==> config.mk <==
export PLATFORM = sky130hd
export DESIGN_NAME = vmap_front
export DESIGN_NICKNAME = d
export VERILOG_FILES = /design/src/hw/rtl/vmap_pkg.sv /design/src/hw/rtl/vmap_front.sv
export SDC_FILE = /design/constraint.sdc
export NUM_CORES = 1
export LEC_CHECK = 0
export ABC_AREA = 1
export BUFFER_PORTS_ARGS = -buffer_cell sky130_fd_sc_hd__buf_2
export CAP_MARGIN = 20
export CORE_MARGIN = 2
export CORE_UTILIZATION = 58
export DETAILED_ROUTE_END_ITERATION = 8
export GPL_TIMING_DRIVEN = 0
export PLACE_DENSITY = 0.86
export SKIP_CTS_REPAIR_TIMING = 1
export SYNTH_ARGS = -nofsm -noshare
export SYNTH_HDL_FRONTEND = slang
export SYNTH_SLANG_ARGS = --single-unit
==> constraint.sdc <==
create_clock -name clk -period 4.4 [get_ports clk]
set_clock_uncertainty 0.2 [all_clocks]
set_input_delay 0.88 -clock clk [delete_from_list [all_inputs] [get_ports clk]]
set_output_delay 0.88 -clock clk [all_outputs]
set_load 0.02 [all_outputs]
==> src/hw/rtl/vmap_pkg.sv <==
// Shared types, codes and constants for the video memory access port.
package vmap_pkg;

  localparam int MEM_WORDS_DEF = 32768;
  localparam int QUEUE_DEPTH   = 4;
  localparam int OUT_DEPTH     = 8;
  localparam int RECIP_SHIFT   = 30;
  localparam int ADDR_BITS     = 15;

  localparam logic CMD_WRITE = 1'b0;
  localparam logic CMD_READ  = 1'b1;

  typedef enum logic [2:0] {
    PORT_MODE    = 3'd0,
    PORT_ADDR_LO = 3'd1,
    PORT_ADDR_HI = 3'd2,
    PORT_DATA_LO = 3'd3,
    PORT_DATA_HI = 3'd4
  } port_sel_t;

  typedef struct packed {
    logic                 rd;
    logic                 wr;
    logic                 high;
    logic [ADDR_BITS-1:0] addr;
    logic [7:0]           data;
  } op_t;

  function automatic logic [ADDR_BITS-1:0] step_of(input logic [1:0] sel);
    logic [ADDR_BITS-1:0] s;
    unique case (sel)
      2'd0:    s = ADDR_BITS'(1);
      2'd1:    s = ADDR_BITS'(32);
      default: s = ADDR_BITS'(128);
    endcase
    return s;
  endfunction

endpackage

==> src/hw/rtl/vmap_front.sv <==
// Front end: takes bus transactions, keeps mode and address, issues memory operations.
module vmap_front import vmap_pkg::*; (
  input  logic       clk,
  input  logic       rst_n,
  input  logic       in_push,
  output logic       in_full,
  input  logic       in_cmd,
  input  logic [2:0] in_port_sel,
  input  logic [7:0] in_write_data,
  input  logic       q_full,
  input  logic       clearing,
  output logic       q_push,
  output op_t        q_op
);

  logic [15:0] addr_r, addr_nxt;
  logic [7:0]  mode_r, mode_nxt;
  logic [15:0] remap;
  logic        is_data, high, advance;

  assign in_full = q_full || clearing;
  assign q_push  = in_push && !in_full;

  always_comb begin
    unique case (mode_r[3:2])
      2'd1:    remap = {addr_r[15:8], addr_r[4:0], addr_r[7:5]};
      2'd2:    remap = {addr_r[15:9], addr_r[5:0], addr_r[8:6]};
      2'd3:    remap = {addr_r[15:10], addr_r[6:0], addr_r[9:7]};
      default: remap = addr_r;
    endcase
  end

  assign is_data = (in_port_sel == PORT_DATA_LO) || (in_port_sel == PORT_DATA_HI);
  assign high    = (in_port_sel == PORT_DATA_HI);
  assign advance = is_data && (high == mode_r[7]);

  always_comb begin
    q_op.rd   = (in_cmd == CMD_READ) && is_data;
    q_op.wr   = (in_cmd == CMD_WRITE) && is_data;
    q_op.high = high;
    q_op.addr = (in_cmd == CMD_READ) ? remap[ADDR_BITS-1:0] : addr_r[ADDR_BITS-1:0];
    q_op.data = in_write_data;
  end

  always_comb begin
    addr_nxt = addr_r;
    mode_nxt = mode_r;
    if (in_cmd == CMD_WRITE) begin
      unique case (in_port_sel)
        PORT_MODE:    mode_nxt = in_write_data;
        PORT_ADDR_LO: addr_nxt = {addr_r[15:8], in_write_data};
        PORT_ADDR_HI: addr_nxt = {in_write_data, addr_r[7:0]};
        default: ;
      endcase
    end
    if (advance) begin
      addr_nxt = {1'b0, addr_r[ADDR_BITS-1:0] + step_of(mode_r[1:0])};
    end
  end

  always_ff @(posedge clk) begin
    if (!rst_n) begin
      addr_r <= '0;
      mode_r <= '0;
    end else if (q_push) begin
      addr_r <= addr_nxt;
      mode_r <= mode_nxt;
    end
  end

endmodule

======== Word-level counts from Yosys, hierarchy flattened ========
Index checks and enable logic that the tools add are counted.
cells by class
  add/sub/neg operators ................... 1
  equality and inequality tests ........... 12
  mux-type cells .......................... 7
  bitwise gates (word level) .............. 1
  reduce and logical (&&, ||, !) cells .... 14
operator list
  operator            number
  $mux 15             3
  $pmux 10 s3         1
  $pmux 15 s2         1
  $pmux 8 s2          1
  $add 15x15->15      1
  $mux 10             1
  $reduce_and 4->1    2
  $eq 3x2->1 const B  2
  $eq 2x1->1 const B  2
  $eq 2x2->1 const B  2
  $logic_and 1x1->1   4
  $ne 2x2->1 const B  2
  $reduce_bool 2->1   2
  $eq 3x1->1 const B  1
  $eq 3x3->1 const B  1
  $logic_not 3->1     1
  $reduce_and 3->1    1
  $logic_not 2->1     1
  $logic_or 1x1->1    2
  $ne 2x1->1 const B  1
  $eq 1x1->1          1
  $logic_not 1->1     1
  $not 1->1           1
word-level totals
  register bits ........................... 23
  bits of input ports ..................... 17
  word-level logic and storage cells ...... 38

======== Longest topological paths before layout ========
Gate-level depths: netlist (run 1).
  depth after elaboration ................. 6
  gate-level depth with buffers ........... 12
  gate-level depth less buffers ........... 12

======== Least setup slack after synthesis (run 1) ========
No wires, ideal clock.
  path kind ............................... input to output
  start ................................... input port in_cmd
  end ..................................... output port q_op[11] (netlist name)
  arrival ................................. 1741 ps
  data required time ...................... 3320 ps
  path slack .............................. 1579 ps
  cell stages on the path ................. 3
  path buffers ............................ 1
  cell sequence ........................... o21ai_0 clkbuf_1 o21ai_0
RTL lines
  item                RTL line          source
  start: declaration  vmap_front.sv:7   input logic in_cmd,
  end: declaration    vmap_front.sv:13  output op_t q_op

==> results.toml, run 1 <==
[outcome]
status = "completed"

[cells_and_area]
final_common_cell = "nand2_1"
diodes = 0
fin_util = 0.705
drive_above_1_share = 0.226
final_area_um2 = 2140
final_nets = 393
instances_no_fill = 415
final_cell_mix = "nand2_1 (102), nor2_1 (52), buf_2 (43)"
syn_to_final_growth_pct = 16.8

[power]
total_power_mw = 0.396
ir_drop_uv = 138
p_per_area_nw_per_um2 = 186
p_leak_nw = 1.20

[synthesis]
synth_area_leader_cell = "dfxtp_1"
synth-seq-cells = 20
avgSynthCellArea_um2 = 5.65
syn_inst = 324
synth_cell_types = 27
ys_seq_area_frac = 0.219
synth_top_area_frac = 0.219
yosys_warnings = 0
synthTopCellsByArea = "dfxtp_1 (22%), nand2_1 (21%), nor2_1 (11%), nand3_1 (7.9%), inv_1 (7.6%)"
synth_nets = 345
syn_area_um2 = 1830

[placed_design]
dp_cells = 411
gp_congestion = 0.937
place_area_um2 = 2100
place_ws_ns = 1.41
dp_hpwl_um = 3640
io_buffers = 43

[floorplan]
dieWidth_um = 60.2
io_pins = 45
rows = 20
core_area_um2 = 3030
fp.dieH_um = 60.2
start_util = 0.604
die_area_um2 = 3620

[sta]
maxSlewViolCount = 0
fin_crit_sh = 0.684
hold_slack_ns = 0.282
rsz0062_at_grt = "no"
layout_min_cycle_time_ns = 3.01
timing.final.ws_setup_ns = 1.39
setup-tns-final_ns = 0
hold_violations = 0
final-setup-viol-count = 0
maxSlewHeadroom = 0.630
max_freq_mhz = 332
tightest_slew_ns = 0.550

[grt]
antenna_found_initial = 0
grt_pass1_vias = 1726
grt_pass1_wl_um = 7510
grt_overflow_total = 0
grt_max_degree = 12
grt_usage = 0.275

[setup_path]
critPathKind = "in -> out"
crit_slowest_cell = "clkbuf_1"
worst_setup_path_start_kind = "primary input"
cp_top_family = "buffers and inverters"
max_stage_delay_ns = 0.34
path_cells = "buf_2 -> o21ai_0 -> clkbuf_1 -> nand2_1 -> o21ai_0 -> buf_2"
endpoint_kind = "primary output"
critical_path.max_fanout = 10
cp.required_ns = 3.32
crit_buf_inv = 3
crit_arrival_ns = 1.93

[detailed_routing]
routed-via-count = 2115
detail_route.wl_per_cell_um = 11.2
post_drt_via_cell_ratio = 5.10
drtIter0Drc = 146
drc_errors = 0
ant_nets = 0
wl_um = 4640
firstDrtPassIters = 5

[cts]
clock_latency_ns = 0.30
clk_pin_slew_worst_paths_ns = 0.12
cts.sink_count = 20
numCtsBuffers = 3
clock-root-buffer = "clkbuf_4"
htreeDepth = 1
cts_tree = "yes"
cts_buffer_depth = 2

[job]
maxCapViolCount = 0

[hold_path]
min-delay-path-class = "reg -> reg"
-- worst paths after layout --
check             startpoint  depth (start not counted)  slack, ns         to
hold reg to reg    mode_r[1]                          2       0.28  mode_r[1]
hold / removal     mode_r[1]                          2       0.28  mode_r[1]
setup reg to reg   mode_r[1]                         12       2.40  addr_r[8]
setup / recovery      in_cmd                          6       1.39   q_op[15]
-- power breakdown --
group / internal, mW / switching [mW]
clock network: 0.0505 / 0.0605
registers: 0.185 / 0.00414
logic: 0.0351 / 0.0612
-- per-layer routing --
metal	global-route usage	wire length, µm
met5	0	0
met3	0.0346	357
met2	0.441	2120
met4	0.0825	46
met1	0.383	2110
-- registers in the layout (all words and copies together) (netlist names) --
| name | count |
|---|---|
| mode_r | 5 |
| addr_r | 15 |
-- worst register-to-register path, cell delays in order (launching register included) --
cell and delay (ns):
dfxtp_1 0.35, nor2_1 0.09, ha_1 0.20, ha_1 0.21
nand2_1 0.10, nor2_1 0.14, nand2_1 0.11, nand2_1 0.17
nand2_1 0.07, nand3_1 0.09, nand2_1 0.05, nor2_1 0.08
nor2_1 0.05
-- cell families (layout without fill, tap and decap cells) --
family	after synthesis	in the layout	share of synthesized area
adder cells (fa/ha/maj)	4	4	0.0274
flip-flops	20	20	0.219
AND/OR/NAND/NOR	201	201	0.479
AO/OA/AOI/OAI	37	37	0.107
buffers and inverters	61	108	0.163
XOR/XNOR	1	1	0.00479
-- synth_stat cells --
cell,number
nand2_4,2
buf_6,1
ha_1,4
dfxtp_1,20
nor2_1,52
o211ai_1,1
clkbuf_1,3
nand4_2,1
nor3b_2,1
o21ai_0,17
nand2_2,7
xor2_1,1
nand3b_1,1
inv_1,37
nand3_1,29
inv_2,3
a21oi_1,14
nand2_1,102
nand4_1,2
clkbuf_2,1
or2_2,2
o22ai_1,3
buf_4,16
o21ai_2,1
a31oi_1,1
nor2_4,1
nand3_4,1
-- final cells by class --
type	instances	area [µm²]
Sequential cell	20	400
Clock buffer	4	36.3
Buffer	21	148
Timing Repair Buffer	43	215
Inverter	40	150
Fill cell	292	892
Tap cell	44	55.1
Multi-Input combinational cell	243	1130
Power figures use the tool's default switching activity.
==> inputs of run 2 (changes only) <==
- ABC_AREA: 1 -> 0
- CORE_UTILIZATION: 58 -> 53
- PLACE_DENSITY: 0.86 -> 0.8
- clock period: 4.4 -> 2.8 ns (I/O delays scaled with it)
==> run 2 against run 1 <==
Register-to-register slack worse by 1.9 ns. Sequential share of layout area is 1.0 points higher. Sequential cell count stayed put. Critical path depth is 2 lower. Die area is 2.2% higher. Wire length is 3.5% lower. Critical endpoint is now q_op[13]. First-iteration DRC count is 25% lower. Combinational power is 27% higher. Synthesized cell count is 32% lower. Worst hold slack better by 0.032 ns. Core utilization is 4.2 points lower. Area after synthesis is 6.4% lower.
==> results.toml, run 2 <==
[sta]
hold_violations = 0
fin_crit_sh = 0.951
max_freq_mhz = 376
setup-tns-final_ns = 0
maxSlewHeadroom = 0.551
tightest_slew_ns = 0.666
layout_min_cycle_time_ns = 2.66
rsz0062_at_grt = "no"
maxSlewViolCount = 0
final-setup-viol-count = 0

[detailed_routing]
routed-via-count = 1761
wl_um = 4470
detail_route.wl_per_cell_um = 14.5
drtIter0Drc = 109
firstDrtPassIters = 4
drc_errors = 0
post_drt_via_cell_ratio = 5.72
ant_nets = 0

[synthesis]
synthTopCellsByArea = "dfxtp_1 (23%), buf_4 (7.0%), mux2_2 (5.9%), a21oi_1 (5.0%), mux2i_1 (4.7%)"
avgSynthCellArea_um2 = 7.82
yosys_warnings = 0
syn_inst = 219
synth_area_leader_cell = "dfxtp_1"
synth_top_area_frac = 0.234
synth_cell_types = 54
synth-seq-cells = 20
ys_seq_area_frac = 0.234
synthTopCellsByCount = "dfxtp_1 (20), nand2_1 (20), a21oi_1 (17), buf_4 (16), nor2_1 (14)"
syn_area_um2 = 1710
async_flop_share = 0
synth-edff-count = 0
synth_nets = 240
synth_ff_type = "dfxtp_1"

[setup_path]
critical_path.max_fanout = 10
critPathKind = "reg -> out"
cp.required_ns = 2.04
crit_arrival_ns = 1.90
endpoint_kind = "primary output"
worst_setup_path_start_kind = "register"

[grt]
grt_overflow_total = 0
grt_pass1_vias = 1537
grt_pass1_wl_um = 7310
grt_max_degree = 13
antenna_found_initial = 0
grt_usage = 0.263

[cells_and_area]
fillCellCount = 294
regMostFlops = "addr_r"
reg_top3 = "addr_r (15), mode_r (5)"
seqCellArea_um2 = 400
fin_util = 0.663
diodes = 0
final_cell_mix = "buf_2 (44), nand2_1 (20), dfxtp_1 (20)"
drive_above_1_share = 0.322
final_common_cell = "buf_2"
syn_to_final_growth_pct = 18.3
multi_input_area_um2 = 1070
final_nets = 286
largest_reg_flops = 15

[floorplan]
rows = 20
start_util = 0.561
fp.dieH_um = 60.8
io_pins = 45
die_area_um2 = 3700
core_area_um2 = 3050
dieWidth_um = 60.8

[placed_design]
dp_hpwl_um = 3440
gp_congestion = 0.960
io_buffers = 41

[cts]
cts.sink_count = 20
clock-root-buffer = "clkbuf_4"
htreeDepth = 1
cts_tree = "yes"
cts_buffer_depth = 2
clock_latency_ns = 0.32
clk_pin_slew_worst_paths_ns = 0.13
numCtsBuffers = 3

[power]
p_per_area_nw_per_um2 = 325
ir_drop_uv = 212
total_power_mw = 0.657
p_leak_nw = 0.924

[outcome]
status = "completed"

[hold_path]
min-delay-path-class = "in -> reg"

[job]
maxCapViolCount = 0
[run 2: cell count changes in the layout (fill, tap and decap cells not counted), sizes merged, moves of 4 or more]
cell,previous run,this run
a31oi,1,5
buf,60,64
inv,40,9
mux2,0,9
mux2i,0,8
nand2,111,20
nand3,30,8
nor2,53,16
nor2b,0,4
o21ai,18,14
[run 2: critical path: stages, from the launching register on]
cell and delay [ns]:
dfxtp_1 0.32, clkbuf_1 0.21, o21ai_1 0.49, mux2_2 0.40, buf_2 0.16
[run 2: worst paths after layout]
check | cells past startpoint | startpoint | slack, ns | endpoint
hold reg to reg | 2 | addr_r[10] | 0.33 | addr_r[10]
hold / removal | 3 | in_write_data[7] | 0.31 | mode_r[7]
setup / recovery | 4 | mode_r[3] | 0.14 | q_op[13]
setup reg to reg | 7 | mode_r[1] | 0.50 | addr_r[13]
[run 2: report_power, final]
group | internal [mW] | total (mW) | switching (mW)
registers | 0.287 | 0.291 | 0.00347
clock network | 0.145 | 0.244 | 0.0995
logic | 0.0510 | 0.122 | 0.0714
total | 0.483 | 0.657 | 0.174
[run 2: layout make-up]
class,count,area share
Tap cell,44,0.0272
Sequential cell,20,0.198
Clock inverter,1,0.0148
Clock buffer,3,0.0111
Multi-Input combinational cell,160,0.528
Timing Repair Buffer,41,0.101
Inverter,9,0.0167
Buffer,30,0.103
[run 2: metal layers]
metal | vias up | GRT usage | share of wire
met5 | - | 0 | 0
met3 | 9 | 0.0235 | 0.073
met2 | 66 | 0.433 | 0.47
met1 | 810 | 0.369 | 0.44
met4 | 0 | 0.0714 | 0.016
li1 | 876 | - | -
[run 2: per-stage QoR]
stage          cell area, µm²  setup WS (ns)  hold WS [ns]  std cells
2_1_floorplan            1710          0.726         0.270        219
3_3_place_gp             1970          0.496         0.300        304
3_5_place_dp             1970          0.481         0.307        304
4_1_cts                  2020          0.117         0.315        308
5_1_grt                  2020         0.0252         0.322        308
6_report                 2020          0.138         0.315        308
[run 2: cell families after synthesis]
family,after synthesis,share of synthesized area
compound gates,66,0.251
xor+xnor,2,0.0102
fa+ha+maj,4,0.0292
buf+inv,39,0.142
flops,20,0.234
mux,17,0.106
simple gates,71,0.227
==> inputs of run 3 (changes only) <==
- CORE_UTILIZATION: 53 -> 40
- PLACE_DENSITY: 0.8 -> 0.63
==> run 3 against run 2 <==
Clock-buffer cell count is the same. First-iteration DRC count grew 15%. Final area shrank 0.19%. Largest cell class unchanged. Critical path type unchanged. Non-clock buffer count is the same. Critical path depth is the same. Via count shrank 0.80%. Combinational power is essentially flat. Clock power shrank 23%. Largest power group unchanged. Wire length grew 5.0%. Sequential cell count is the same. Total power shrank 8.2%. Maximum frequency grew 2.2%.
==> results.toml, run 3 (synthesis results as in run 2) <==
[cells_and_area]
diodes = 0
reg_top3 = "addr_r (15), mode_r (5)"
final_cell_mix = "buf_2 (44), nand2_1 (20), dfxtp_1 (20)"
largest_reg_flops = 15
final_common_cell = "buf_2"
final_area_um2 = 2020
final_nets = 286
syn_to_final_growth_pct = 18.1
regMostFlops = "addr_r"
drive_above_1_share = 0.319

[power]
p_leak_nw = 0.918
total_power_mw = 0.603
p_per_area_nw_per_um2 = 299
ir_drop_uv = 269

[placed_design]
dp_hpwl_um = 3610
place_area_um2 = 1980
gp_congestion = 0.876
io_buffers = 41

[setup_path]
endpoint_kind = "primary output"
r2r_slack_ns = 0.52
crit_slowest_cell = "o21ai_1"
critPathKind = "reg -> out"
cp.required_ns = 2.04
crit_buf_inv = 2
critical_path.max_fanout = 10
crit_arrival_ns = 1.84
path_cells = "clkbuf_1 -> o21ai_1 -> mux2_2 -> buf_2"
worst_setup_path_start_kind = "register"
max_stage_delay_ns = 0.50
cp_top_family = "compound AO/OA/AOI/OAI gates"

[grt]
grt_pass1_wl_um = 7800
grt_max_degree = 11
grt_overflow_total = 0
grt_pass1_vias = 1613
grt_usage = 0.197
antenna_found_initial = 0

[floorplan]
fp.dieH_um = 69.4
rows = 23
start_util = 0.422
dieWidth_um = 69.4
core_area_um2 = 4060
die_area_um2 = 4820
io_pins = 45

[detailed_routing]
firstDrtPassIters = 4
detail_route.wl_per_cell_um = 15.0
drc_errors = 0
wl_um = 4700
post_drt_via_cell_ratio = 5.58
drtIter0Drc = 125
routed-via-count = 1747
ant_nets = 0

[cts]
clock_latency_ns = 0.26
htreeDepth = 1
cts_tree = "yes"
clk_pin_slew_worst_paths_ns = 0.08
numCtsBuffers = 3
cts.sink_count = 20
clock-root-buffer = "clkbuf_8"
cts_buffer_depth = 2

[sta]
hold_violations = 0
layout_min_cycle_time_ns = 2.60
fin_crit_sh = 0.930
final-setup-viol-count = 0
max_freq_mhz = 384
rsz0062_at_grt = "no"
tightest_slew_ns = 0.677
maxSlewViolCount = 0
setup-tns-final_ns = 0
maxSlewHeadroom = 0.544

[job]
maxCapViolCount = 0

[outcome]
status = "completed"

[hold_path]
min-delay-path-class = "reg -> reg"
run 3: worst register-to-register path, cell delays in order, from the launching register on:
cell	delay, ns
dfxtp_1	0.34
nor2_1	0.10
ha_1	0.22
ha_1	0.22
nand3_1	0.19
o21ai_0	0.31
nand2_1	0.17
mux2_2	0.30
a31oi_1	0.16
run 3: per-stage QoR:
stage               instances  hold WS (ns)  utilization  setup WS (ns)
floorplan                 219         0.270            -          0.726
global placement          310         0.302        0.488          0.485
detailed placement        310         0.306        0.488          0.466
CTS                       313         0.322        0.498          0.178
global route              313         0.370        0.498         0.0616
finish                    313         0.315        0.498          0.195
run 3: cell type report:
type                       instances  area [µm²]
fill                             412        2040
multi-input combinational        160        1070
sequential                        20         400
buffer                            30         209
timing repair buffer              41         205
tap                               50        62.6
clock buffer                       3        41.3
inverter                           9        33.8
run 3: power breakdown:
part | internal [mW] | leakage, nW | switching (mW)
combinational | 0.0510 | 0.735 | 0.0727
clock | 0.0958 | 0.0216 | 0.0935
sequential | 0.287 | 0.161 | 0.00335
run 3: worst paths after layout:
path                    from    endpoint  cells past startpoint
hold reg to reg   addr_r[11]  addr_r[11]                      2
setup reg to reg   mode_r[1]  addr_r[12]                      8
hold / removal    addr_r[11]  addr_r[11]                      2
setup / recovery   mode_r[3]    q_op[12]                      4
run 3: metal layers:
metal  wire length [µm]  track usage  up-vias  share of wire
met5                  0            0        -              0
met4                 33       0.0436        0         0.0070
met3                185       0.0305        4          0.039
met2               2160        0.308       46           0.46
met1               2320        0.285      821           0.49
li1                   -            -      876              -
