--- src/hw/rtl/vmap_pkg.sv ---
// Shared types, codes and constants for the video memory access port.
package vmap_pkg;

  localparam int MEM_WORDS_DEF = 32768;
  localparam int QUEUE_DEPTH   = 4;
  localparam int OUT_DEPTH     = 8;
  localparam int RECIP_SHIFT   = 30;
  localparam int ADDR_BITS     = 15;

  localparam logic CMD_WRITE = 1'b0;
  localparam logic CMD_READ  = 1'b1;

  typedef enum logic [2:0] {
    PORT_MODE    = 3'd0,
    PORT_ADDR_LO = 3'd1,
    PORT_ADDR_HI = 3'd2,
    PORT_DATA_LO = 3'd3,
    PORT_DATA_HI = 3'd4
  } port_sel_t;

  typedef struct packed {
    logic                 rd;
    logic                 wr;
    logic                 high;
    logic [ADDR_BITS-1:0] addr;
    logic [7:0]           data;
  } op_t;

  function automatic logic [ADDR_BITS-1:0] step_of(input logic [1:0] sel);
    logic [ADDR_BITS-1:0] s;
    unique case (sel)
      2'd0:    s = ADDR_BITS'(1);
      2'd1:    s = ADDR_BITS'(32);
      default: s = ADDR_BITS'(128);
    endcase
    return s;
  endfunction

endpackage

--- src/hw/rtl/vmap_fifo.sv ---
// Small first-in first-out queue built from registers.
module vmap_fifo import vmap_pkg::*; #(
  parameter int WIDTH = 8,
  parameter int DEPTH = 4
) (
  input  logic                       clk,
  input  logic                       rst_n,
  input  logic                       push,
  input  logic [WIDTH-1:0]           push_data,
  output logic                       full,
  input  logic                       pop,
  output logic [WIDTH-1:0]           pop_data,
  output logic                       empty,
  output logic [$clog2(DEPTH+1)-1:0] count
);

  localparam int PW = $clog2(DEPTH);
  localparam int CW = $clog2(DEPTH + 1);

  logic [WIDTH-1:0] store_r [DEPTH];
  logic [PW-1:0]    wr_ptr_r, rd_ptr_r;
  logic [CW-1:0]    cnt_r;
  logic             do_push, do_pop;

  assign full     = (cnt_r == CW'(DEPTH));
  assign empty    = (cnt_r == '0);
  assign count    = cnt_r;
  assign pop_data = store_r[rd_ptr_r];
  assign do_push  = push && !full;
  assign do_pop   = pop && !empty;

  always_ff @(posedge clk) begin
    if (!rst_n) begin
      wr_ptr_r <= '0;
      rd_ptr_r <= '0;
      cnt_r    <= '0;
    end else begin
      if (do_push) wr_ptr_r <= wr_ptr_r + PW'(1);
      if (do_pop)  rd_ptr_r <= rd_ptr_r + PW'(1);
      if (do_push && !do_pop)      cnt_r <= cnt_r + CW'(1);
      else if (do_pop && !do_push) cnt_r <= cnt_r - CW'(1);
    end
  end

  always_ff @(posedge clk) begin
    if (do_push) store_r[wr_ptr_r] <= push_data;
  end

endmodule

--- config.mk ---
export PLATFORM = sky130hd
export DESIGN_NAME = vmap_fifo
export DESIGN_NICKNAME = d
export VERILOG_FILES = /design/src/hw/rtl/vmap_pkg.sv /design/src/hw/rtl/vmap_fifo.sv
export SDC_FILE = /design/constraint.sdc
export NUM_CORES = 1
export LEC_CHECK = 0
export BUFFER_PORTS_ARGS = -buffer_cell sky130_fd_sc_hd__buf_4
export CAP_MARGIN = 10
export CORE_MARGIN = 2
export CORE_UTILIZATION = 59
export CTS_CLUSTER_DIAMETER = 100
export CTS_CLUSTER_SIZE = 25
export DETAILED_ROUTE_END_ITERATION = 6
export PLACE_DENSITY_LB_ADDON = 0.1
export SYNTH_ARGS = -nofsm -noshare
export SYNTH_HDL_FRONTEND = slang
export SYNTH_SLANG_ARGS = --single-unit
--- constraint.sdc ---
create_clock -name clk -period 4.97 [get_ports clk]
set_input_delay 1.491 -clock clk [delete_from_list [all_inputs] [get_ports clk]]
set_output_delay 1.491 -clock clk [all_outputs]
set_load 0.02 [all_outputs]
## Word-level counts from Yosys, hierarchy flattened

Memory sizes are Yosys's and may differ from the RTL's. A register that Yosys moved wholly into a read port is not among the register bits.
Cells that the tools add are included.

| word-level totals | value |
|---|---|
| register bits after elaboration | 7 |
| latch bits | 0 |
| RAM bits | 32 |
| bits in read-only memories | 0 |
| bits of input ports | 12 |
| output and inout port bits | 13 |
| logic and storage cells | 25 |
| memories | 1 |

Memories:

| memory | words | bits a word | rd ports | clocked after memory_dff | wr ports | line | RTL |
|---|---|---|---|---|---|---|---|
| store_r | 4 | 8 | 1 | 1 | 1 | vmap_fifo.sv:20 | `logic [WIDTH-1:0] store_r [DEPTH];` |

| cells by class | value |
|---|---|
| add/subtract/negate cells | 4 |
| multipliers | 0 |
| div/mod/pow operators | 0 |
| $lt $le $gt $ge | 0 |
| equal/unequal tests | 1 |
| shift operators | 0 |
| mux-type cells | 6 |
| bitwise gates (word level) | 0 |
| reduce and logical (&&, ||, !) cells | 10 |

Operators with widths:

| operator | number |
|---|---|
| two-way mux 3 bit | 2 |
| adder 2 x 1 -> 2 bit (second input constant) | 2 |
| logical AND 1 bit | 4 |
| zero test 1 bit | 4 |
| two-way mux 2 bit | 2 |
| adder 3 x 1 -> 3 bit (second input constant) | 1 |
| == test 3 bit (second input constant) | 1 |
| zero test 3 bit | 1 |
| subtractor 3 x 1 -> 3 bit (second input constant) | 1 |
| two-way mux 1 bit | 2 |
| nonzero test 2 bit | 1 |

## Logic depth before layout (Yosys ltp)

Gate-level depths: netlist of run 1.

| depth | value |
|---|---|
| depth after elaboration | 7 |
| gate-level depth with buffers | 9 |
| depth with buffers taken out | 8 |

## Worst setup path before layout of run 1

Ideal clock, no wire load.

| path | value |
|---|---|
| path kind | input port to flip-flop |
| from | in push |
| to | reg cnt_r[2], in the netlist count[2] |
| setup time | 70 ps |
| data arrival time | 2903 ps |
| data required time | 4900 ps |
| path slack | 1997 ps |
| cell stages on the path | 8 |
| path buffers | 1 |
| cell sequence | nor2b_1 > buf_6 > ha_1 > inv_1 > fa_1 > xor2_1 > or3_1 > a21boi_1 |

| on the way | value |
|---|---|
| word-level cells in the longest chain between the ends | 4 |
| elaborated cells between the ends (all ways) | 6 |
| those cells by class | 1 x mux; 5 x reduce/logical |

RTL lines:

| item | line | RTL |
|---|---|---|
| from (decl) | vmap_fifo.sv:8 | `input logic push,` |
| logical AND 1 bit * | vmap_fifo.sv:29 | `assign do_push = push && !full;` |
| via do_push | vmap_fifo.sv:23 | `logic do_push, do_pop;` |
| zero test 1 bit | vmap_fifo.sv:41 | `else if (do_pop && !do_push) cnt_r <= cnt_r - CW'(1);` |
| logical AND 1 bit | vmap_fifo.sv:41 |  |
| nonzero test 2 bit (no source line) | n/a |  |
| to (signal assigned) | vmap_fifo.sv:40 | `if (do_push && !do_pop) cnt_r <= cnt_r + CW'(1);` |
| to (signal assigned) | vmap_fifo.sv:41 |  |
| to (decl) | vmap_fifo.sv:22 | `logic [CW-1:0] cnt_r;` |

Mark *: on every way through the listed nets, which the timed path passes. The rest lies on a longest branch.
A chain may end at the register's enable or synchronous reset.

==> key figures, run 1 <==
Clocking
  – TritonCTS buffer count: 5
  – Root buffer cell: clkbuf_4
  – Hold buffer count at cts: 0
  – Post-CTS Resized: 0
  – Clock transition at path regs: 110 ps
  – TritonCTS clock tree: done
  – Clock Tree Buf Depth: 2
  – Post-CTS setup buffers: 0
  – Worst-skew pair later-pin latency: 330 ps
  – Clock sink count: 41
  – Htree depth: 2

Global routing
  – Initial antenna violation count: 0
  – Pin count of the biggest net entering global routing: 13
  – Total congestion overflow after global routing: 0
  – Number of global-route vias before repair: 867
  – Gr usage total: 17.0%
  – First-pass GRT wire length: 3.94 mm

Layout
  – Number of fill cells in the layout: 175
  – Sequential Area: 1140 sq um
  – Layout cell share with drive strength beyond 1: 33.9%
  – Multi-input logic area: 463 sq um
  – Synthesis-to-finish area growth: 15.5%
  – Net count of the finished layout: 135
  – Antenna diode instance count: 0

STA
  – Normalized max-slew margin: 63.1%
  – RSZ-0062 raised after global routing: no
  – Post-route clock period utilization: 65.4%
  – Highest clock rate: 0.307 GHz
  – Time the final worst path needs with I/O delays and setup: 3250 ps
  – Setup_tns: 0 ps
  – Final-report max-slew violation count: 0
  – Worst-margin pin slew: 553 ps
  – Clock skew after layout: 11.3 ps
  – Final worst-path setup slack: 1720 ps
  – Final number of setup-violating endpoints: 0
  – Final hold vios: 0

Floorplanning
  – Number of cell rows: 19
  – Chip Width: 56.7 microns
  – Io pins: 25
  – Initial Util: 61.0%
  – Placeable core region: 2690 sq um
  – Die Height: 56.7 microns
  – Die Outline Area: 3220 sq um

Detailed routing
  – Length of the first detailed-routing pass in iterations: 4
  – Detailed-route wire length: 2.37 mm
  – Mean routed wirelength per cell: 15.9 microns
  – Average via count per standard cell: 5.51
  – Drt drc: 0
  – DR vias: 821
  – Number of nets still failing antenna checks after routing: 0
  – DRC marker count from the first detailed-route iteration: 11

Yosys
  – Mean post-synth cell area: 18.2 sq um
  – Cell taking the most area after synthesis: edfxtp_1
  – Largest cells by area after synthesis: edfxtp_1 (59%), dfxtp_1 (11%), mux4_2 (11%)
  – Cell area after synthesis: 1640 sq um
  – Most frequently used flop master after synthesis: edfxtp_1
  – Syn Nets: 108
  – Fraction of the yosys area taken by sequential cells: 69.6%
  – Number of enable flip-flop cells after synthesis: 32
  – Seq cells post-synth: 41
  – Portion of synthesized cell area occupied by the leading cell type: 58.6%
  – Number of library cell types mapped by synthesis: 23
  – Count of synthesis-stage warnings from yosys: 0
  – Share of synthesized registers carrying an async set or reset: 0%
  – Gate count after technology mapping: 90

Worst setup path
  – Critical register-to-register path endpoint: count[2]$_SDFFE_PN0P_
  – Worst r2r src: count[0]$_SDFFE_PN0P_
  – Critical Path AT: 1760 ps
  – Maximum fanout along the worst path: 8
  – Classification of the worst setup path: reg -> out
  – FF-to-FF path depth: 8
  – End point of the critical path: pop_data[0]
  – Data required time at the worst endpoint: 3480 ps
  – Setup crit end kind: output pin
  – Register-to-register setup slack: 2570 ps
  – Startpoint kind of the worst setup timing path: flop

Placement
  – GP Congestion: 0.660
  – Half-perimeter wire length after placement: 1.70 mm
  – Post-Place Worst Slack: 1620 ps
  – Number of I/O port buffers: 24

Status
  – Run status: completed

Pwr
  – IR drop worst, VDD: 0.365 mV
  – Power density cells: 494 nW/um^2
  – Leakage power: 0.691 nW

Flow run
  – Max-cap violation count: 0

Worst hold path
  – Path type of the worst min-delay path: reg -> reg
cell families (layout without fill, tap and decap cells):
kind of cell | Yosys count | count (layout) | share of synthesized area [%]
buf+inv | 7 | 35 | 2.14
compound gates | 4 | 4 | 2.06
simple gates | 17 | 17 | 6.18
mux | 11 | 11 | 12.8
xor+xnor | 4 | 4 | 2.14
fa+ha+maj | 6 | 6 | 5.04
flops | 41 | 41 | 69.6
through the flow:
| stage | power [mW] | instance area (sq um) | hold slack [ps] | instances | utilization, % |
|---|---|---|---|---|---|
| finish | 0.936 | 1890 | 508 | 149 | 70.5 |
| global route | 0.989 | 1890 | 560 | 149 | 70.5 |
| CTS | 0.951 | 1890 | 517 | 149 | 70.5 |
| detailed placement | 0.790 | 1830 | 501 | 141 | 68.3 |
| global placement | 0.780 | 1830 | 486 | 141 | 68.3 |
| floorplan | 0.681 | 1640 | 468 | 90 | - |
cell usage in the layout, fill, tap and decap left out, drive strengths merged:
master	count
edfxtp	32
buf	24
dfxtp	9
mux4	8
and2	8
clkbuf	8
ha	5
nand2	4
inv	3
xnor2	3
mux2i	3
nor2b	2
nor3b	1
nor3	1
o31ai	1
o311ai	1
xor2	1
o21ai	1
or3	1
a21boi	1
fa	1
state kept, by name, summed over array words and instances, names as in the netlist, named ones only:
register / count
store_r: 32
count: 3
rd_ptr_r: 2
wr_ptr_r: 2
worst max-delay path: stages (launching register included):
cell and delay, ps:
dfxtp_1 680, mux4_2 580, buf_4 170
worst min-delay path by stage:
stage | startpoint | to | slack [ps] | cells past startpoint
global placement | wr_ptr_r[1]$_SDFFE_PN0P_ | wr_ptr_r[1]$_SDFFE_PN0P_ | 490 | 2
finish | wr_ptr_r[1]$_SDFFE_PN0P_ | wr_ptr_r[1]$_SDFFE_PN0P_ | 510 | 2
global route | wr_ptr_r[1]$_SDFFE_PN0P_ | wr_ptr_r[1]$_SDFFE_PN0P_ | 560 | 2
detailed placement | wr_ptr_r[1]$_SDFFE_PN0P_ | wr_ptr_r[1]$_SDFFE_PN0P_ | 500 | 2
floorplan | wr_ptr_r[1]$_SDFFE_PN0P_ | wr_ptr_r[1]$_SDFFE_PN0P_ | 470 | 2
CTS | wr_ptr_r[1]$_SDFFE_PN0P_ | wr_ptr_r[1]$_SDFFE_PN0P_ | 520 | 2
synthesized netlist by cell type (all sizes together) (2+ instances only):
library cell,number
mux2i,3
mux4,8
buf,3
nor2b,2
inv,3
dfxtp,9
xnor2,3
and2,8
edfxtp,32
ha,5
nand2,4
power breakdown:
part | internal [mW] | leakage [nW] | switching, mW
logic | 0.159 | 0.291 | 0.143
clock network | 0.0699 | 0.0326 | 0.0912
registers | 0.421 | 0.367 | 0.0523
final cells by class:
class                           count  share of cell area [%]
Inverter                            3                   0.595
Tap cell                           31                    2.05
Multi-Input combinational cell     42                    24.5
Sequential cell                    41                    60.3
Clock buffer                        8                    3.11
Timing Repair Buffer               24                    9.52
routing by layer:
metal  global-route usage [%]  vias to the layer above  share of wire, %
met5                        0                        -                 0
met4                     6.80                        0               1.4
met3                     5.30                        4               5.3
met2                     29.9                       28                55
met1                     18.9                      398                38
li1                         -                      391                 -
No activity file was read; power rests on OpenSTA's default activity.
==> inputs of run 2 (changes only) <==
- ABC_AREA: unset -> 1
- CORE_UTILIZATION: 59 -> 50
- clock period: 4.97 -> 2.8 ns (I/O delays scaled with it)
==> run 2 against run 1 <==
Compared with the run above:
- setup slack got worse by 1300 ps
- core utilization decreased by 9.8 points
- hold slack improved by 19 ps
- sequential power increased by 71%
- critical endpoint is now pop_data[2]
==> key figures, run 2 <==
STA
  – Final number of setup-violating endpoints: 0 (unchanged)
  – Worst-case hold slack: 527 ps (was 508 ps)
  – Final-report max-slew violation count: 0 (unchanged)
  – Setup_tns: 0 ps (unchanged)
  – RSZ-0062 raised after global routing: no (unchanged)
  – Final hold vios: 0 (unchanged)
  – Clock skew after layout: 5.30 ps (was 11.3 ps)
  – Normalized max-slew margin: 75.8% (was 63.1%)
  – Worst-margin pin slew: 363 ps (was 553 ps)
  – Highest clock rate: 0.420 GHz
  – Time the final worst path needs with I/O delays and setup: 2380 ps
  – Post-route clock period utilization: 85.0%

Layout
  – Number of cells in the finished layout apart from fillers: 227 (was 149)
  – Most frequent standard cell in the layout excluding fill and tap cells: edfxtp_1 (unchanged)
  – Number of fill cells in the layout: 284 (was 175)
  – Leading cell types in the layout, fill and taps excluded: edfxtp_1 (32), nor2_1 (30), buf_4 (29), inv_1 (17) (was edfxtp_1 (32), buf_4 (24), dfxtp_1 (9), mux4_2 (8), and2_1 (8))
  – Register name with the most flops: store_r (unchanged)
  – Antenna diode instance count: 0 (unchanged)
  – Net count of the finished layout: 198 (was 135)
  – Layout cell share with drive strength beyond 1: 23.8% (was 33.9%)
  – Synthesis-to-finish area growth: 18.3% (was 15.5%)
  – Finished Cell Area: 1990 sq um (was 1890 sq um)
  – Flip-flop count of the largest register, all copies and words added: 32 (unchanged)

Pwr
  – Power density cells: 862 nW/um^2 (was 494 nW/um^2)
  – IR drop worst, VDD: 0.484 mV (was 0.365 mV)
  – Leakage power: 0.802 nW (was 0.691 nW)

Clocking
  – Clock transition at path regs: 120 ps (was 110 ps)
  – Clock sink count: 41 (unchanged)
  – TritonCTS buffer count: 5 (unchanged)
  – Post-CTS setup buffers: 0 (unchanged)
  – Clock Tree Buf Depth: 2 (unchanged)
  – TritonCTS clock tree: done (unchanged)
  – Post-CTS Resized: 0 (unchanged)
  – Hold buffer count at cts: 0 (unchanged)
  – Htree depth: 2 (unchanged)
  – Root buffer cell: clkbuf_4 (unchanged)
  – Worst-skew pair later-pin latency: 340 ps (was 330 ps)

Detailed routing
  – Length of the first detailed-routing pass in iterations: 4 (unchanged)
  – Number of nets still failing antenna checks after routing: 0 (unchanged)
  – Detailed-route wire length: 2.98 mm (was 2.37 mm)
  – Mean routed wirelength per cell: 13.1 microns (was 15.9 microns)
  – Drt drc: 0 (unchanged)
  – DRC marker count from the first detailed-route iteration: 41 (was 11)
  – Average via count per standard cell: 4.82 (was 5.51)
  – DR vias: 1094 (was 821)

Yosys
  – Share of synthesized registers carrying an async set or reset: 0% (unchanged)
  – Cell taking the most area after synthesis: edfxtp_1 (unchanged)
  – Synth top cells by count: edfxtp_1 (32), nor2_1 (30), inv_1 (17) (was edfxtp_1 (32), dfxtp_1 (9), and2_1 (8), mux4_2 (8), ha_1 (5))
  – Most frequently used flop master after synthesis: edfxtp_1 (unchanged)
  – Syn Nets: 164 (was 108)
  – Gate count after technology mapping: 146 (was 90)
  – Largest cells by area after synthesis: edfxtp_1 (57%), dfxtp_1 (11%), nor2_1 (6.7%) (was edfxtp_1 (59%), dfxtp_1 (11%), mux4_2 (11%))
  – Number of enable flip-flop cells after synthesis: 32 (unchanged)
  – Count of synthesis-stage warnings from yosys: 0 (unchanged)
  – Cell with the most instances after synthesis: edfxtp_1 (unchanged)
  – Cell area after synthesis: 1690 sq um (was 1640 sq um)
  – Portion of synthesized cell area occupied by the leading cell type: 57.0% (was 58.6%)
  – Seq cells post-synth: 41 (unchanged)
  – Mean post-synth cell area: 11.5 sq um (was 18.2 sq um)
  – Fraction of the yosys area taken by sequential cells: 67.7% (was 69.6%)
  – Number of library cell types mapped by synthesis: 18 (was 23)

Worst hold path
  – Path type of the worst min-delay path: reg -> reg (unchanged)

Worst setup path
  – Startpoint kind of the worst setup timing path: flop (unchanged)
  – Setup crit end kind: output pin (unchanged)
  – Data required time at the worst endpoint: 1960 ps (was 3480 ps)
  – Critical Path AT: 1540 ps (was 1760 ps)
  – Maximum fanout along the worst path: 9 (was 8)
  – Classification of the worst setup path: reg -> out (unchanged)

Placement
  – Number of I/O port buffers: 24 (unchanged)
  – GP Congestion: 0.701 (was 0.660)
  – Cell total after placement: 219 (was 141)
  – Placed Instance Area: 1940 sq um (was 1830 sq um)
  – Half-perimeter wire length after placement: 2.08 mm (was 1.70 mm)

Floorplanning
  – Initial Util: 51.3% (was 61.0%)
  – Io pins: 25 (unchanged)
  – Chip Width: 62.1 microns (was 56.7 microns)
  – Die Outline Area: 3850 sq um (was 3220 sq um)
  – Die Height: 62.1 microns (was 56.7 microns)
  – Placeable core region: 3280 sq um (was 2690 sq um)
  – Number of cell rows: 21 (was 19)

Global routing
  – Total congestion overflow after global routing: 0 (unchanged)
  – Number of global-route vias before repair: 1004 (was 867)
  – Pin count of the biggest net entering global routing: 17 (was 13)
  – Initial antenna violation count: 0 (unchanged)
  – First-pass GRT wire length: 4.40 mm (was 3.94 mm)
  – Gr usage total: 17.4% (was 17.0%)

Flow run
  – Max-cap violation count: 0 (unchanged)

Status
  – Run status: completed (unchanged)
==> run 2: cell count changes in the layout (fill, tap and decap cells not counted), sizes merged, moves of 4 or more <==
cell   previous run  this run
and2              8         0
buf              24        29
inv               3        18
mux4              8         0
nand2             4        15
nand3             0         4
nor2              0        30
o21ai             1        17
o22ai             0         8
==> run 2: final timing paths <==
path / startpoint / endpoint / slack (ps) / cells past startpoint
max: flop / pop_data[2] / 420 / 4
min: rd_ptr_r[0]$_SDFFE_PN0P_ / flop / 530 / 2
max reg2reg: count[1]$_SDFFE_PN0P_ / count[1]$_SDFFE_PN0P_ / 900 / 9
min reg2reg: rd_ptr_r[0]$_SDFFE_PN0P_ / flop / 530 / 2
==> run 2: cell type report <==
type / instances / area [sq um] / area share (%)
flip-flops and latches: 41 / 1140 / 57.3
multi-input cells: 85 / 454 / 22.8
repair buffers: 29 / 218 / 10.9
inverters: 18 / 67.6 / 3.39
well taps: 46 / 57.6 / 2.89
clock buffers: 5 / 37.5 / 1.88
clock inverters: 3 / 17.5 / 0.879
==> run 2: cell families after synthesis <==
kind of cell    share of synthesized area [%]
fa+ha+maj                                4.90
buf+inv                                  5.34
xor+xnor                                0.520
simple gates                             12.0
flops                                    67.7
compound gates                           9.58
==> run 2: metrics by stage <==
| step | utilization, % | power [mW] | setup WS, ps |
|---|---|---|---|
| 3_3_place_gp | 59.0 | 1.44 | 680 |
| 6_report | 60.7 | 1.72 | 420 |
| 4_1_cts | 60.7 | 1.74 | 353 |
| 5_1_grt | 60.7 | 1.84 | 236 |
| 2_1_floorplan | - | 1.23 | 832 |
| 3_5_place_dp | 59.0 | 1.46 | 613 |
==> run 2: report_power, final <==
part	switching, mW	leakage [nW]	internal, mW	total, mW
Sequential	0.0630	0.367	0.746	0.809
Clock	0.184	0.0310	0.0948	0.278
Combinational	0.380	0.404	0.251	0.631
==> run 2: per-layer routing <==
metal	track usage (%)	routed length, microns	vias to the layer above
li1	-	-	563
met1	17.9	1230	501
met2	30.7	1540	28
met3	8.49	180	2
met4	6.38	18	0
met5	0	0	-
==> run 2: critical path, cell delays in order (launching register included) <==
cell and delay (ps):
dfxtp_1 560, inv_1 250, o21ai_0 130, o22ai_1 100
buf_4 160
==> inputs of run 3 (changes only) <==
- CORE_UTILIZATION: 50 -> 55
- clock period: 2.8 -> 2.5 ns (I/O delays scaled with it)
==> run 3 against run 2 <==
Compared with the run above:
- clock skew grew 6.7 ps
- sequential share of layout area down 0.36 points
- critical path depth stayed put
- core utilization grew 6.7 points
- combinational power grew 14%
- critical endpoint is now pop_data[3]
- non-clock buffer count unchanged
- sequential power rose by 12%
- global-route usage grew 2.0 points
==> key figures, run 3 (synthesis results as in run 2) <==
Status
  – Run status: completed (unchanged)

STA
  – Normalized max-slew margin: 77.3% (was 75.8%)
  – Final hold vios: 0 (unchanged)
  – Setup_tns: 0 ps (unchanged)
  – Final-report max-slew violation count: 0 (unchanged)
  – Worst-margin pin slew: 340 ps (was 363 ps)
  – Worst-case hold slack: 522 ps (was 527 ps)
  – Highest clock rate: 0.433 GHz
  – Clock skew after layout: 12.0 ps (was 5.30 ps)
  – RSZ-0062 raised after global routing: no (unchanged)
  – Post-route clock period utilization: 92.3%
  – Time the final worst path needs with I/O delays and setup: 2310 ps
  – Final number of setup-violating endpoints: 0 (unchanged)

Clocking
  – Post-CTS Resized: 0 (unchanged)
  – Htree depth: 2 (unchanged)
  – TritonCTS buffer count: 5 (unchanged)
  – Hold buffer count at cts: 0 (unchanged)
  – Clock transition at path regs: 120 ps (about the same)
  – TritonCTS clock tree: done (unchanged)
  – Post-CTS setup buffers: 0 (unchanged)
  – Root buffer cell: clkbuf_4 (unchanged)
  – Worst-skew pair later-pin latency: 350 ps (was 340 ps)
  – Clock sink count: 41 (unchanged)
  – Clock Tree Buf Depth: 2 (unchanged)

Layout
  – Post-layout utilization of the core: 67.4% (was 60.7%)
  – Net count of the finished layout: 198 (unchanged)
  – Most frequent standard cell in the layout excluding fill and tap cells: edfxtp_1 (unchanged)
  – Antenna diode instance count: 0 (unchanged)
  – Number of cells in the finished layout apart from fillers: 214 (was 227)
  – Register name with the most flops: store_r (unchanged)
  – Finished Cell Area: 2010 sq um (was 1990 sq um)
  – Layout cell share with drive strength beyond 1: 23.8% (unchanged)
  – Synthesis-to-finish area growth: 19.0% (was 18.3%)
  – Flip-flop count of the largest register, all copies and words added: 32 (unchanged)
  – Leading cell types in the layout, fill and taps excluded: edfxtp_1 (32), nor2_1 (30), buf_4 (29), inv_1 (17) (unchanged)
  – Number of fill cells in the layout: 235 (was 284)

Global routing
  – Total congestion overflow after global routing: 0 (unchanged)
  – Initial antenna violation count: 0 (unchanged)
  – First-pass GRT wire length: 4.69 mm (was 4.40 mm)
  – Number of global-route vias before repair: 1088 (was 1004)
  – Pin count of the biggest net entering global routing: 17 (unchanged)
  – Gr usage total: 19.5% (was 17.4%)

Detailed routing
  – Average via count per standard cell: 5.14 (was 4.82)
  – Detailed-route wire length: 3.00 mm (was 2.98 mm)
  – Number of nets still failing antenna checks after routing: 0 (unchanged)
  – Length of the first detailed-routing pass in iterations: 3 (was 4)
  – Drt drc: 0 (unchanged)
  – Mean routed wirelength per cell: 14.0 microns (was 13.1 microns)
  – DRC marker count from the first detailed-route iteration: 30 (was 41)
  – DR vias: 1100 (was 1094)

Floorplanning
  – Initial Util: 56.6% (was 51.3%)
  – Number of cell rows: 20 (was 21)
  – Die Height: 59.4 microns (was 62.1 microns)
  – Chip Width: 59.4 microns (was 62.1 microns)
  – Placeable core region: 2980 sq um (was 3280 sq um)
  – Die Outline Area: 3520 sq um (was 3850 sq um)
  – Io pins: 25 (unchanged)

Worst hold path
  – Path type of the worst min-delay path: reg -> reg (unchanged)
  – Hold Crit Depth: 2 (unchanged)

Placement
  – GP Congestion: 0.756 (was 0.701)
  – Half-perimeter wire length after placement: 2.14 mm (was 2.08 mm)
  – Number of I/O port buffers: 24 (unchanged)
  – Cell total after placement: 206 (was 219)
  – Placed Instance Area: 1920 sq um (was 1940 sq um)

Worst setup path
  – Data required time at the worst endpoint: 1750 ps (was 1960 ps)
  – Classification of the worst setup path: reg -> out (unchanged)
  – Critical Path AT: 1560 ps (was 1540 ps)
  – Maximum fanout along the worst path: 10 (was 9)
  – FF-to-FF path depth: 13 (was 9)
  – Startpoint kind of the worst setup timing path: flop (unchanged)
  – Setup crit end kind: output pin (unchanged)

Pwr
  – Power density cells: 1010 nW/um^2 (was 862 nW/um^2)
  – Leakage power: 0.814 nW (was 0.802 nW)
  – IR drop worst, VDD: 0.619 mV (was 0.484 mV)

Flow run
  – Max-cap violation count: 0 (unchanged)
==> run 3: layer usage <==
layer	routed length [microns]	vias up	share of wire (%)	track usage (%)
met5	0	-	0	0
met4	45	0	1.5	11.4
met1	1270	503	42	20.4
met3	139	4	4.6	6.55
met2	1540	28	51	33.6
li1	-	565	-	-
==> run 3: worst paths after layout <==
check | slack (ps) | start | endpoint
worst max-delay path | 190 | flop | pop_data[3]
worst min-delay path | 520 | rd_ptr_r[1]$_SDFFE_PN0P_ | rd_ptr_r[1]$_SDFFE_PN0P_
worst max register to register | 550 | count[1]$_SDFFE_PN0P_ | count[2]$_SDFFE_PN0P_
worst min register to register | 520 | rd_ptr_r[1]$_SDFFE_PN0P_ | rd_ptr_r[1]$_SDFFE_PN0P_
==> run 3: metrics by stage <==
stage / setup slack [ps] / power, mW
after CTS: 149 / 2.05
after global routing: 26.9 / 2.16
after detailed placement: 352 / 1.65
after global placement: 470 / 1.60
after floorplan: 622 / 1.37
final: 192 / 2.03
==> run 3: power by group <==
group	internal [mW]	leakage, nW	switching (mW)
combinational	0.283	0.404	0.437
sequential	0.835	0.367	0.0688
clock	0.198	0.0427	0.207
total	1.32	0.814	0.712
==> run 3: cell type report <==
cell class                      count  area (sq um)  share of cell area (%)
Multi-Input combinational cell     85           454                    22.6
Clock inverter                      1          7.51                   0.374
Clock buffer                        7          76.3                    3.81
Timing Repair Buffer               29           218                    10.9
Inverter                           18          67.6                    3.37
Tap cell                           33          41.3                    2.06
Sequential cell                    41          1140                    56.9
==> run 3: critical path, stage by stage (launching register included) <==
cell,delay (ps)
dfxtp_1,530
buf_4,230
o21ai_0,90
o22ai_1,200
buf_4,170
